File: src/hw/rtl/assert_macros.svh
// Assertion macros shared by the checked modules.
`ifndef ASSERT_MACROS_SVH
`define ASSERT_MACROS_SVH

// Same-cycle implication, disabled while reset is asserted.
`define ASSERT_IMPLIES(lbl, clk, rst_n, ante, cons) \
	lbl: assert property (@(posedge clk) disable iff (!rst_n) (ante) |-> (cons)) \
		else $error("implication check failed");

// Next-cycle implication, disabled while reset is asserted.
`define ASSERT_NEXT(lbl, clk, rst_n, ante, cons) \
	lbl: assert property (@(posedge clk) disable iff (!rst_n) (ante) |=> (cons)) \
		else $error("next-cycle check failed");

`endif

File: src/hw/rtl/mll_pkg.sv
// Package with the constants, types and alpha function of the moire lightness unit.
package mll_pkg;

	localparam int LAYERS    = 4;
	localparam int REG_COUNT = 4;
	localparam int CFG_IDX_W = $clog2(REG_COUNT);
	localparam int CFG_W     = 64;
	// Four lane stages, then one multiply stage per layer.
	localparam int LATENCY   = 4 + LAYERS;

	localparam logic [15:0] PH_A    = 16'd12288;
	localparam logic [15:0] PH_B    = 16'd20480;
	localparam logic [15:0] PH_C    = 16'd45056;
	localparam logic [15:0] PH_D    = 16'd53248;
	localparam logic [15:0] ONE_Q15 = 16'd32768;

	typedef struct packed {
		logic        [15:0] inv_period;
		logic signed [15:0] offset;
		logic signed [15:0] dir_y;
		logic signed [15:0] dir_x;
	} layer_cfg_t;

	// Trapezoid map from Q0.16 phase to Q1.15 alpha.
	function automatic logic [15:0] phase_to_alpha(input logic [15:0] p);
		logic [15:0] r;
		if (p < PH_A) begin
			r = ONE_Q15;
		end else if (p < PH_B) begin
			r = 16'(ONE_Q15 - ((p - PH_A) << 2));
		end else if (p < PH_C) begin
			r = 16'd0;
		end else if (p < PH_D) begin
			r = 16'((p - PH_C) << 2);
		end else begin
			r = ONE_Q15;
		end
		return r;
	endfunction

endpackage

File: src/hw/rtl/mll_product_chain.sv
// Pipelined running product of the layer alphas, one multiply stage per layer.
module mll_product_chain import mll_pkg::*; (
	input  logic        clk,
	input  logic        arst_n,
	input  logic        valid_in,
	input  logic [15:0] alpha_in [LAYERS],
	output logic        valid_out,
	output logic [15:0] product
);

	logic [15:0] acc_s   [LAYERS];
	logic [15:0] alpha_s [LAYERS][LAYERS];
	logic        vld_s   [LAYERS];

	for (genvar k = 0; k < LAYERS; k++) begin : g_stage
		logic [15:0] acc_in;
		logic [15:0] al_in [LAYERS];
		logic        v_in;
		logic [31:0] prod;

		if (k == 0) begin : g_first
			assign acc_in = ONE_Q15;
			assign al_in  = alpha_in;
			assign v_in   = valid_in;
		end else begin : g_next
			assign acc_in = acc_s[k-1];
			assign al_in  = alpha_s[k-1];
			assign v_in   = vld_s[k-1];
		end

		assign prod = 32'(acc_in) * 32'(al_in[k]);

		always_ff @(posedge clk) begin
			acc_s[k]   <= prod[30:15];
			alpha_s[k] <= al_in;
		end

		always_ff @(posedge clk or negedge arst_n) begin
			if (!arst_n) begin
				vld_s[k] <= 1'b0;
			end else begin
				vld_s[k] <= v_in;
			end
		end
	end

	assign valid_out = vld_s[LAYERS-1];
	assign product   = acc_s[LAYERS-1];

endmodule

File: config.mk
export PLATFORM = sky130hd
export DESIGN_NAME = mll_product_chain
export DESIGN_NICKNAME = d
export VERILOG_FILES = /design/src/hw/rtl/assert_macros.svh /design/src/hw/rtl/mll_pkg.sv /design/src/hw/rtl/mll_product_chain.sv
export SDC_FILE = /design/constraint.sdc
export NUM_CORES = 2
export LEC_CHECK = 0
export ABC_AREA = 1
export BUFFER_PORTS_ARGS = -buffer_cell sky130_fd_sc_hd__buf_2
export CAP_MARGIN = 15
export CORE_MARGIN = 3
export CORE_UTILIZATION = 50
export CTS_BUF_LIST = sky130_fd_sc_hd__clkbuf_2 sky130_fd_sc_hd__clkbuf_4 sky130_fd_sc_hd__clkbuf_8
export CTS_CLUSTER_DIAMETER = 30
export CTS_CLUSTER_SIZE = 16
export DETAILED_ROUTE_END_ITERATION = 16
export MAX_ROUTING_LAYER = met4
export PLACE_DENSITY = 0.72
export SKIP_LAST_GASP = 1
export SYNTH_ARGS = -nofsm -noshare
export SYNTH_HDL_FRONTEND = slang
export SYNTH_SLANG_ARGS = --single-unit
File: constraint.sdc
create_clock -name clk -period 8.8 [get_ports clk]
set_input_delay 0.44 -clock clk [delete_from_list [all_inputs] [get_ports clk]]
set_output_delay 0.44 -clock clk [all_outputs]
set_load 0.05 [all_outputs]
==> impl_metrics.env <==
export IMPL_setup_violations_final=0
export IMPL_crit_fanout=16
export IMPL_die_x_um=251.2
export IMPL_cts_tree="built"
export IMPL_core_mm2=0.05924
export IMPL_drv_slew=0
export IMPL_gr_total_overflow=0
export IMPL_numPortBuffers=83
export IMPL_nNetsFinal=4872
export IMPL_cp_required_ps=9260
export IMPL_synth_warning_count=0
export IMPL_period_share_pct=67.48
export IMPL_track_usage_pct=25.09
export IMPL_syn_cell_area_mm2=0.03007
export IMPL_grt_pass1_vias=25000
export IMPL_worst_setup_path_end_kind="flip-flop"
export IMPL_wl_um=71760
export IMPL_hold_viol=0
export IMPL_outcome="completed"
export IMPL_synth_cell_types=32
export IMPL_rsz0062_at_grt="false"
export IMPL_clock_path_buffers=2
export IMPL_synthCells=3950
export IMPL_drt_initial_drc_count=1468
export IMPL_slew_headroom_pct=38.45
export IMPL_synthesis_nets=4884
export IMPL_hpwl_um=57720
export IMPL_worstSetupStartpointType="flip-flop"
export IMPL_antennaDiodeCount=0
export IMPL_row_count=89
export IMPL_grt_max_degree=19
export IMPL_htreeDepth=4
export IMPL_setup_tns_final_ps=0
export IMPL_fin_skew_ps=45.64
export IMPL_synth_main_ff_cell="dfxtp_1"
export IMPL_layout_drive_gt1_share_pct=3.442
export IMPL_vias=23360
export IMPL_placed_area_mm2=0.03078
export IMPL_clock_latency_ps=590
export IMPL_post_drt_via_cell_ratio=4.944
export IMPL_cts_setup_buffers=0
export IMPL_grt_first_pass_wirelength_um=123100
export IMPL_synth_area_leader_cell="fa_1"
export IMPL_final_cell_mix="inv_1, nand2_1, fa_1, ha_1, dfxtp_1"
export IMPL_finalCriticalPeriod_ps=5939
export IMPL_synth_edf_count=0
export IMPL_cp_arrival_ps=6400
export IMPL_hold_path_class="input pin to async pin"
export IMPL_clkTransAtPathRegs_ps=100
export IMPL_synthArstFlopShare_pct=2.439
export IMPL_final_antenna_net_count=0
export IMPL_die_h_um=251.2
export IMPL_yosysSeqAreaShare_pct=10.99
export IMPL_start_util_pct=50.76
export IMPL_gp_congestion=0.9216
export IMPL_design_area_mm2=0.03185
export IMPL_cts_sinks=164
export IMPL_ys_ff_latch=164
export IMPL_dieArea_mm2=0.06312
export IMPL_mostFrequentLayoutCell="inv_1"
export IMPL_max_freq_mhz=168.4
export IMPL_postLayoutCoreUtil_pct=53.77
export IMPL_synthTopCellsByArea="fa_1, inv_1, nand2_1"
export IMPL_worst_slew_pin_transition_ps=922.0
export IMPL_cts_buffers=17
export IMPL_post_route_drc_count=0
export IMPL_drt_wirelength_per_cell_um=15.19
export IMPL_area_delta_synth_final_pct=5.930
export IMPL_cts_root_buf="clkbuf_8"
export IMPL_drtPass1Iterations=6
export IMPL_crit_type="flip-flop to flip-flop"
export IMPL_syn_avg_cell_area_um2=7.612
export IMPL_cts_resized=0
export IMPL_cts_hold_buf=66
export IMPL_synth_top_cell_area_share_pct=38.35
export IMPL_ios=84
export IMPL_cap_violations=0
export IMPL_antenna_found_initial=1
-- stage by stage --
stage	hold WS, ps	worst slack, ps	std cells
global route	193.0	2443	4724
finish	216.2	2861	4724
global placement	244.0	2942	4626
detailed placement	245.7	2934	4626
floorplan	144.4	3582	3950
CTS	132.8	2897	4724
-- cell families (layout without fill, tap and decap cells) --
| logic type | after synthesis | count (layout) | synth area share [%] |
|---|---|---|---|
| simple gates | 1384 | 1384 | 18.08 |
| flops | 164 | 164 | 10.99 |
| compound gates | 164 | 164 | 2.900 |
| xor+xnor | 25 | 25 | 0.7282 |
| buf+inv | 1346 | 1347 | 16.84 |
| fa+ha+maj | 867 | 867 | 50.46 |
-- final timing paths --
path,from,endpoint,slack [ps],depth (start not counted)
worst max register to register,acc_s[1][7],acc_s[2][13],2860,21
worst min-delay path,arst_n,g_stage[3].v_in,220,2
max in group asynchronous,arst_n,g_stage[1].v_in,8470,2
min in group clk,alpha_s[0][26],alpha_s[1][26],330,0
worst min register to register,alpha_s[0][26],alpha_s[1][26],330,0
worst max-delay path,acc_s[1][7],acc_s[2][13],2860,21
-- registers in the layout (all words and copies together), names as in the netlist --
signal / flops
alpha_s: 111
acc_s: 49
g_stage.v_in: 3
valid_out: 1
-- synthesized netlist by cell type (3+ instances only) --
master    count
dfrtp_1       4
nand4_1      16
nand3b_1      3
nor3_1       23
ha_1        291
nand3_1      89
and2_1        3
clkbuf_1    174
xor2_1       14
o21ai_1       3
nand2_1    1100
xnor2_1      11
fa_1        576
or2_2         3
nor2_1      134
inv_1      1159
inv_2         3
nor2_2        6
clkbuf_2     10
o21ai_0      54
a21o_1        7
nand2_2       3
dfxtp_1     160
o21bai_1      9
a21oi_1      86
-- metal layers --
metal | vias up | track usage, % | wire length (um)
met4 | 0 | 8.238 | 2018
li1 | 11140 | - | -
met3 | 152 | 4.024 | 4983
met1 | 11260 | 31.86 | 30630
met5 | - | - | 0
met2 | 804 | 41.27 | 34130
-- worst max-delay path, cell delays in order, from the launching register on --
cell,delay (ps)
dfxtp_1,890
nand2_1,200
fa_1,590
inv_1,60
fa_1,490
inv_1,50
fa_1,520
inv_1,50
fa_1,390
fa_1,520
inv_1,50
fa_1,520
inv_1,50
ha_1,330
a21oi_1,290
o21ai_0,220
a21oi_1,280
nor2_1,70
nor2_1,120
nand2_1,60
nand2_1,50
nand2_1,40
-- final cells by class --
| class | count | area (um^2) |
|---|---|---|
| inverters | 1162 | 4362 |
| fillers | 5599 | 27390 |
| clock buffers | 17 | 234.0 |
| repair buffers | 153 | 1106 |
| clock inverters | 15 | 178.9 |
| well taps | 773 | 967.2 |
| flip-flops and latches | 164 | 3303 |
| multi-input cells | 2440 | 21700 |
Power is not shown: default switching activity piles up to over one toggle a cycle in this logic, so the estimate is an artifact.
