==> src/hw/rtl/assert_macros.svh <==
// Assertion macros shared by the checked modules.
`ifndef ASSERT_MACROS_SVH
`define ASSERT_MACROS_SVH

// Same-cycle implication, disabled while reset is asserted.
`define ASSERT_IMPLIES(lbl, clk, rst_n, ante, cons) \
	lbl: assert property (@(posedge clk) disable iff (!rst_n) (ante) |-> (cons)) \
		else $error("implication check failed");

// Next-cycle implication, disabled while reset is asserted.
`define ASSERT_NEXT(lbl, clk, rst_n, ante, cons) \
	lbl: assert property (@(posedge clk) disable iff (!rst_n) (ante) |=> (cons)) \
		else $error("next-cycle check failed");

`endif

==> src/hw/rtl/mll_pkg.sv <==
// Package with the constants, types and alpha function of the moire lightness unit.
package mll_pkg;

	localparam int LAYERS    = 4;
	localparam int REG_COUNT = 4;
	localparam int CFG_IDX_W = $clog2(REG_COUNT);
	localparam int CFG_W     = 64;
	// Four lane stages, then one multiply stage per layer.
	localparam int LATENCY   = 4 + LAYERS;

	localparam logic [15:0] PH_A    = 16'd12288;
	localparam logic [15:0] PH_B    = 16'd20480;
	localparam logic [15:0] PH_C    = 16'd45056;
	localparam logic [15:0] PH_D    = 16'd53248;
	localparam logic [15:0] ONE_Q15 = 16'd32768;

	typedef struct packed {
		logic        [15:0] inv_period;
		logic signed [15:0] offset;
		logic signed [15:0] dir_y;
		logic signed [15:0] dir_x;
	} layer_cfg_t;

	// Trapezoid map from Q0.16 phase to Q1.15 alpha.
	function automatic logic [15:0] phase_to_alpha(input logic [15:0] p);
		logic [15:0] r;
		if (p < PH_A) begin
			r = ONE_Q15;
		end else if (p < PH_B) begin
			r = 16'(ONE_Q15 - ((p - PH_A) << 2));
		end else if (p < PH_C) begin
			r = 16'd0;
		end else if (p < PH_D) begin
			r = 16'((p - PH_C) << 2);
		end else begin
			r = ONE_Q15;
		end
		return r;
	endfunction

endpackage

==> src/hw/rtl/mll_layer_phase.sv <==
// One grating layer lane: projection, magnitude, phase scaling and alpha lookup.
module mll_layer_phase import mll_pkg::*; (
	input  logic               clk,
	input  layer_cfg_t         cfg,
	input  logic signed [15:0] coord_x,
	input  logic signed [15:0] coord_y,
	output logic        [15:0] alpha
);

	logic signed [31:0] prod_x_s1, prod_y_s1;
	logic        [31:0] mag_s2;
	logic        [15:0] phase_s3;
	logic        [15:0] alpha_s4;

	logic [32:0] sum;
	logic [32:0] neg_sum;
	logic [47:0] scaled;

	// Sign-extend both products and the offset (moved to Q.28) to 33 bits.
	always_comb begin
		sum = {prod_x_s1[31], prod_x_s1} + {prod_y_s1[31], prod_y_s1}
			+ {{3{cfg.offset[15]}}, cfg.offset, 14'd0};
		neg_sum = 33'd0 - sum;
		scaled = 48'(mag_s2) * 48'(cfg.inv_period);
	end

	always_ff @(posedge clk) begin
		prod_x_s1 <= coord_x * cfg.dir_x;
		prod_y_s1 <= coord_y * cfg.dir_y;
		mag_s2    <= sum[32] ? neg_sum[31:0] : sum[31:0];
		// Fractional part of the Q.39 product, truncated to 16 bits.
		phase_s3  <= scaled[38:23];
		alpha_s4  <= phase_to_alpha(phase_s3);
	end

	assign alpha = alpha_s4;

endmodule

==> config.mk <==
export PLATFORM = sky130hd
export DESIGN_NAME = mll_layer_phase
export DESIGN_NICKNAME = d
export VERILOG_FILES = /design/src/hw/rtl/assert_macros.svh /design/src/hw/rtl/mll_pkg.sv /design/src/hw/rtl/mll_layer_phase.sv
export SDC_FILE = /design/constraint.sdc
export NUM_CORES = 2
export LEC_CHECK = 0
export ABC_AREA = 1
export BUFFER_PORTS_ARGS = -buffer_cell sky130_fd_sc_hd__buf_4
export CAP_MARGIN = 20
export CORE_MARGIN = 2
export CORE_UTILIZATION = 60
export CTS_CLUSTER_DIAMETER = 40
export CTS_CLUSTER_SIZE = 12
export DETAILED_ROUTE_END_ITERATION = 8
export PLACE_DENSITY_LB_ADDON = 0.1
export SYNTH_ARGS = -nofsm -noshare
export SYNTH_HDL_FRONTEND = slang
export SYNTH_SLANG_ARGS = --single-unit
export TNS_END_PERCENT = 20
==> constraint.sdc <==
create_clock -name clk -period 6.65 [get_ports clk]
set_input_delay 0.665 -clock clk [delete_from_list [all_inputs] [get_ports clk]]
set_output_delay 0.665 -clock clk [all_outputs]
set_load 0.01 [all_outputs]
==> summary.md <==
| Metric | Value |
|---|---|
| Clock tree from TritonCTS | `built` |
| CP endpoint kind | `flip-flop` |
| DRC Markers | `0` |
| WHS | `0.485 ns` |
| Final Cycle Share | `a little over nine tenths` |
| Clock transition at path regs | `0.06 ns` |
| Die height | `269 um` |
| CP max FO | `16` |
| Die area | `~0.072 mm^2` |
| Inst Count DP | `between 6000 and 7000` |
| Post-CTS Setup Inserts | `0` |
| Final non-filler cell total | `6412` |
| Die width | `269 um` |
| Largest net degree at the start of global routing | `39` |
| Prevailing post-synth register cell | `dfxtp_1` |
| Fin. max-slew vios | `0` |
| Slew HR | `40.4%` |
| Type of origin of the critical path | `flip-flop` |
| Yosys reg bits | `roughly 130` |
| Minimum clock period | `6.30 ns` |
| Worst EP required | `roughly 7.0 ns` |
| Share of cells above drive strength 1 | `3.93%` |
| Vias in the first global route | `35200` |
| Yosys top cell area share | `between 40% and 50%` |
| I/O Buffers | `110` |
| Synth unique cells | `50` |
| Setup slack, reg-to-reg | `0.35 ns` |
| CTS H-tree depth | `4` |
| Mapped Area | `0.0420 mm^2` |
| Leading area contributor after synthesis | `fa_1` |
| Mean Syn Cell Area | `~7.6 um^2` |
| Final TNS setup | `0 ns` |
| Status | `completed` |
| GRT Total Usage | `31.1%` |
| Initial Util | `60.3%` |
| Cell count after synthesis | `around 5500` |
| Worst EP arrival | `6.65 ns` |
| Worst Hold Class | `reg -> reg` |
| Final core occ | `63.2%` |
| Vias per cell | `5.17` |
| Hpwl dp | `roughly 90000 um` |
| Fin. Hold Viols | `0` |
| Detailed Route Iter0 Violations | `2092` |
| Async SR Flop Fraction | `0%` |
| Initial antenna violation count | `2` |
| RePlAce Congestion | `around 0.91` |
| Least-Margin Pin Slew | `between 0.8 and 0.9 ns` |
| Crit Path Class | `reg -> reg` |
| P&R area growth vs syn | `4.73%` |
| First-pass GRT wire length | `176000 um` |
| FMAX | `0.159 GHz` |
| Final nets | `about 6800` |
| Core region area | `0.0697 mm^2` |
| Row count | `97` |
| DR vias | `~33000` |
| Final setup vio count | `0` |
| Clock Path Buffers | `2` |
| First-pass DRT Iterations | `6` |
| Worst Skew | `0.0149 ns` |
| Synth area leaders | `fa_1 44%, inv_1 15%, nand2_1 13%, ha_1 8.7%, dfxtp_1 6.0%` |
| YS warnings | `0` |
| # Max-Cap Violations | `0` |
| RSZ-0062 raised after global routing | `no` |
| WL per Instance | `16.4 um` |
| Clock Latency Late Sink | `0.44 ns` |
| Clk root buf | `clkbuf_16` |
| Clock sink count | `126` |
| Gr ovfl total | `0` |
| # IOs | `113` |
| EDFF count, synth | `0` |
| DRT antenna net count | `0` |
| Drt total wl | `around 110000 um` |
| Seq/Total Area, Yosys | `6.00%` |
| Inserted Clock Buffers | `17` |
[cell families (layout without fill, tap and decap cells)]
family | count (synthesis) | count (layout) | synth area share [%]
AOI/OAI and AO/OA | 267 | 267 | 3.58
xor gates and xnor gates | 132 | 132 | 2.79
adders and majority gates | 1218 | 1218 | 52.8
buffers and inverters | 1882 | 1837 | 16.9
DFF | 126 | 126 | 6.00
other | 1 | 4 | 0.00892
and+or+nand+nor | 1888 | 1888 | 17.9
[repair_timing]
item,in CTS,in global routing
gates resized for setup,0,1
endpoints found under the setup margin,0,2
hold buffers,0,0
[final timing paths]
path	start	to	cells after the start
worst min register to register	prod_x_s1[0]	mag_s2[0]	1
worst max register to register	mag_s2[22]	phase_s3[9]	22
worst min-delay path	prod_x_s1[0]	mag_s2[0]	1
worst max-delay path	mag_s2[22]	phase_s3[9]	22
[state kept, by name, indices dropped and copies added (netlist names)]
signal     flops
mag_s2        32
phase_s3      16
alpha         14
prod_x_s1     32
prod_y_s1     32
[cells in the final DEF (no fill, tap or decap), types with 3 or more instances in the layout]
cell and count:
and2_1 4, clkbuf_16 17, o21a_1 5, a21o_1 16
nand4_1 45, a21boi_0 3, nor2_2 6, xnor2_1 51
clkinv_4 3, nand3_1 91, inv_6 5, dfxtp_1 126
or2_2 17, buf_4 140, ha_1 292, xor2_1 79
nand3b_1 5, nand2_2 4, fa_1 926, nor4_1 5
nor3_1 26, a21oi_1 139, o21ai_0 63, nand2_1 1483
inv_1 1663, a311oi_1 5, nand3_2 4, o21bai_1 6
a31oi_1 8, nor2_1 189, o221ai_1 5, o211ai_1 7
[cell usage after synthesis, types with 3 or more instances]
cell,instances
a21boi_0,3
nand2_2,4
o21ai_0,63
a31oi_1,8
clkbuf_1,207
nand2_1,1483
nor3_1,27
fa_1,926
a311oi_1,5
ha_1,292
o211ai_1,7
o21a_1,5
nand3_2,4
o221ai_1,5
a21oi_1,139
nor2_2,6
or2_2,17
xnor2_1,51
inv_1,1663
buf_1,3
nor4_1,5
dfxtp_1,126
nand4_1,45
nand3b_1,5
and2_1,4
nor2_1,189
nand3_1,91
a21o_1,16
o21bai_1,6
xor2_1,79
buf_6,3
[critical path, cell delays in order, from the launching register on]
cell and delay [ns]:
dfxtp_1 0.85, nand2_1 0.17, fa_1 0.57, inv_1 0.05, fa_1 0.53, inv_1 0.05, fa_1 0.51, inv_1 0.06
fa_1 0.49, fa_1 0.49, inv_1 0.06, fa_1 0.48, inv_1 0.04, ha_1 0.34, nand2_1 0.11, nor2_1 0.11
inv_1 0.11, nor2_1 0.31, nand3_1 0.25, nand2_1 0.17, nand2_1 0.07, o211ai_1 0.12, xor2_1 0.26
[routing by layer]
metal  global-route usage [%]  vias up  part of all wire (%)
met5                        0        -                     0
met4                     11.8        0                   4.0
met3                     3.73      235                   5.3
met2                     55.4     1025                    51
met1                     38.9    16400                    40
li1                         -    15500                     -
[area by class of cell]
cell class | instances | area [um^2]
antenna | 2 | 5.00
clock buffer | 18 | 439
clock inverter | 14 | 155
fill | 6471 | 25700
inverter | 1665 | 6250
multi-input combinational | 3507 | 32400
sequential | 126 | 2520
tap | 940 | 1180
timing repair buffer | 140 | 1050
[per-stage QoR]
stage / area (um^2) / setup WS (ns)
after floorplan: 42000 / 0.439
after global placement: 43400 / 0.152
after detailed placement: 43400 / 0.123
after CTS: 44000 / 0.377
after global routing: 44000 / 0.0446
final: 44000 / 0.350
Power is left out: the tool's default activity adds up to more than one toggle a clock period on the data nets, which glitch-free logic cannot reach.
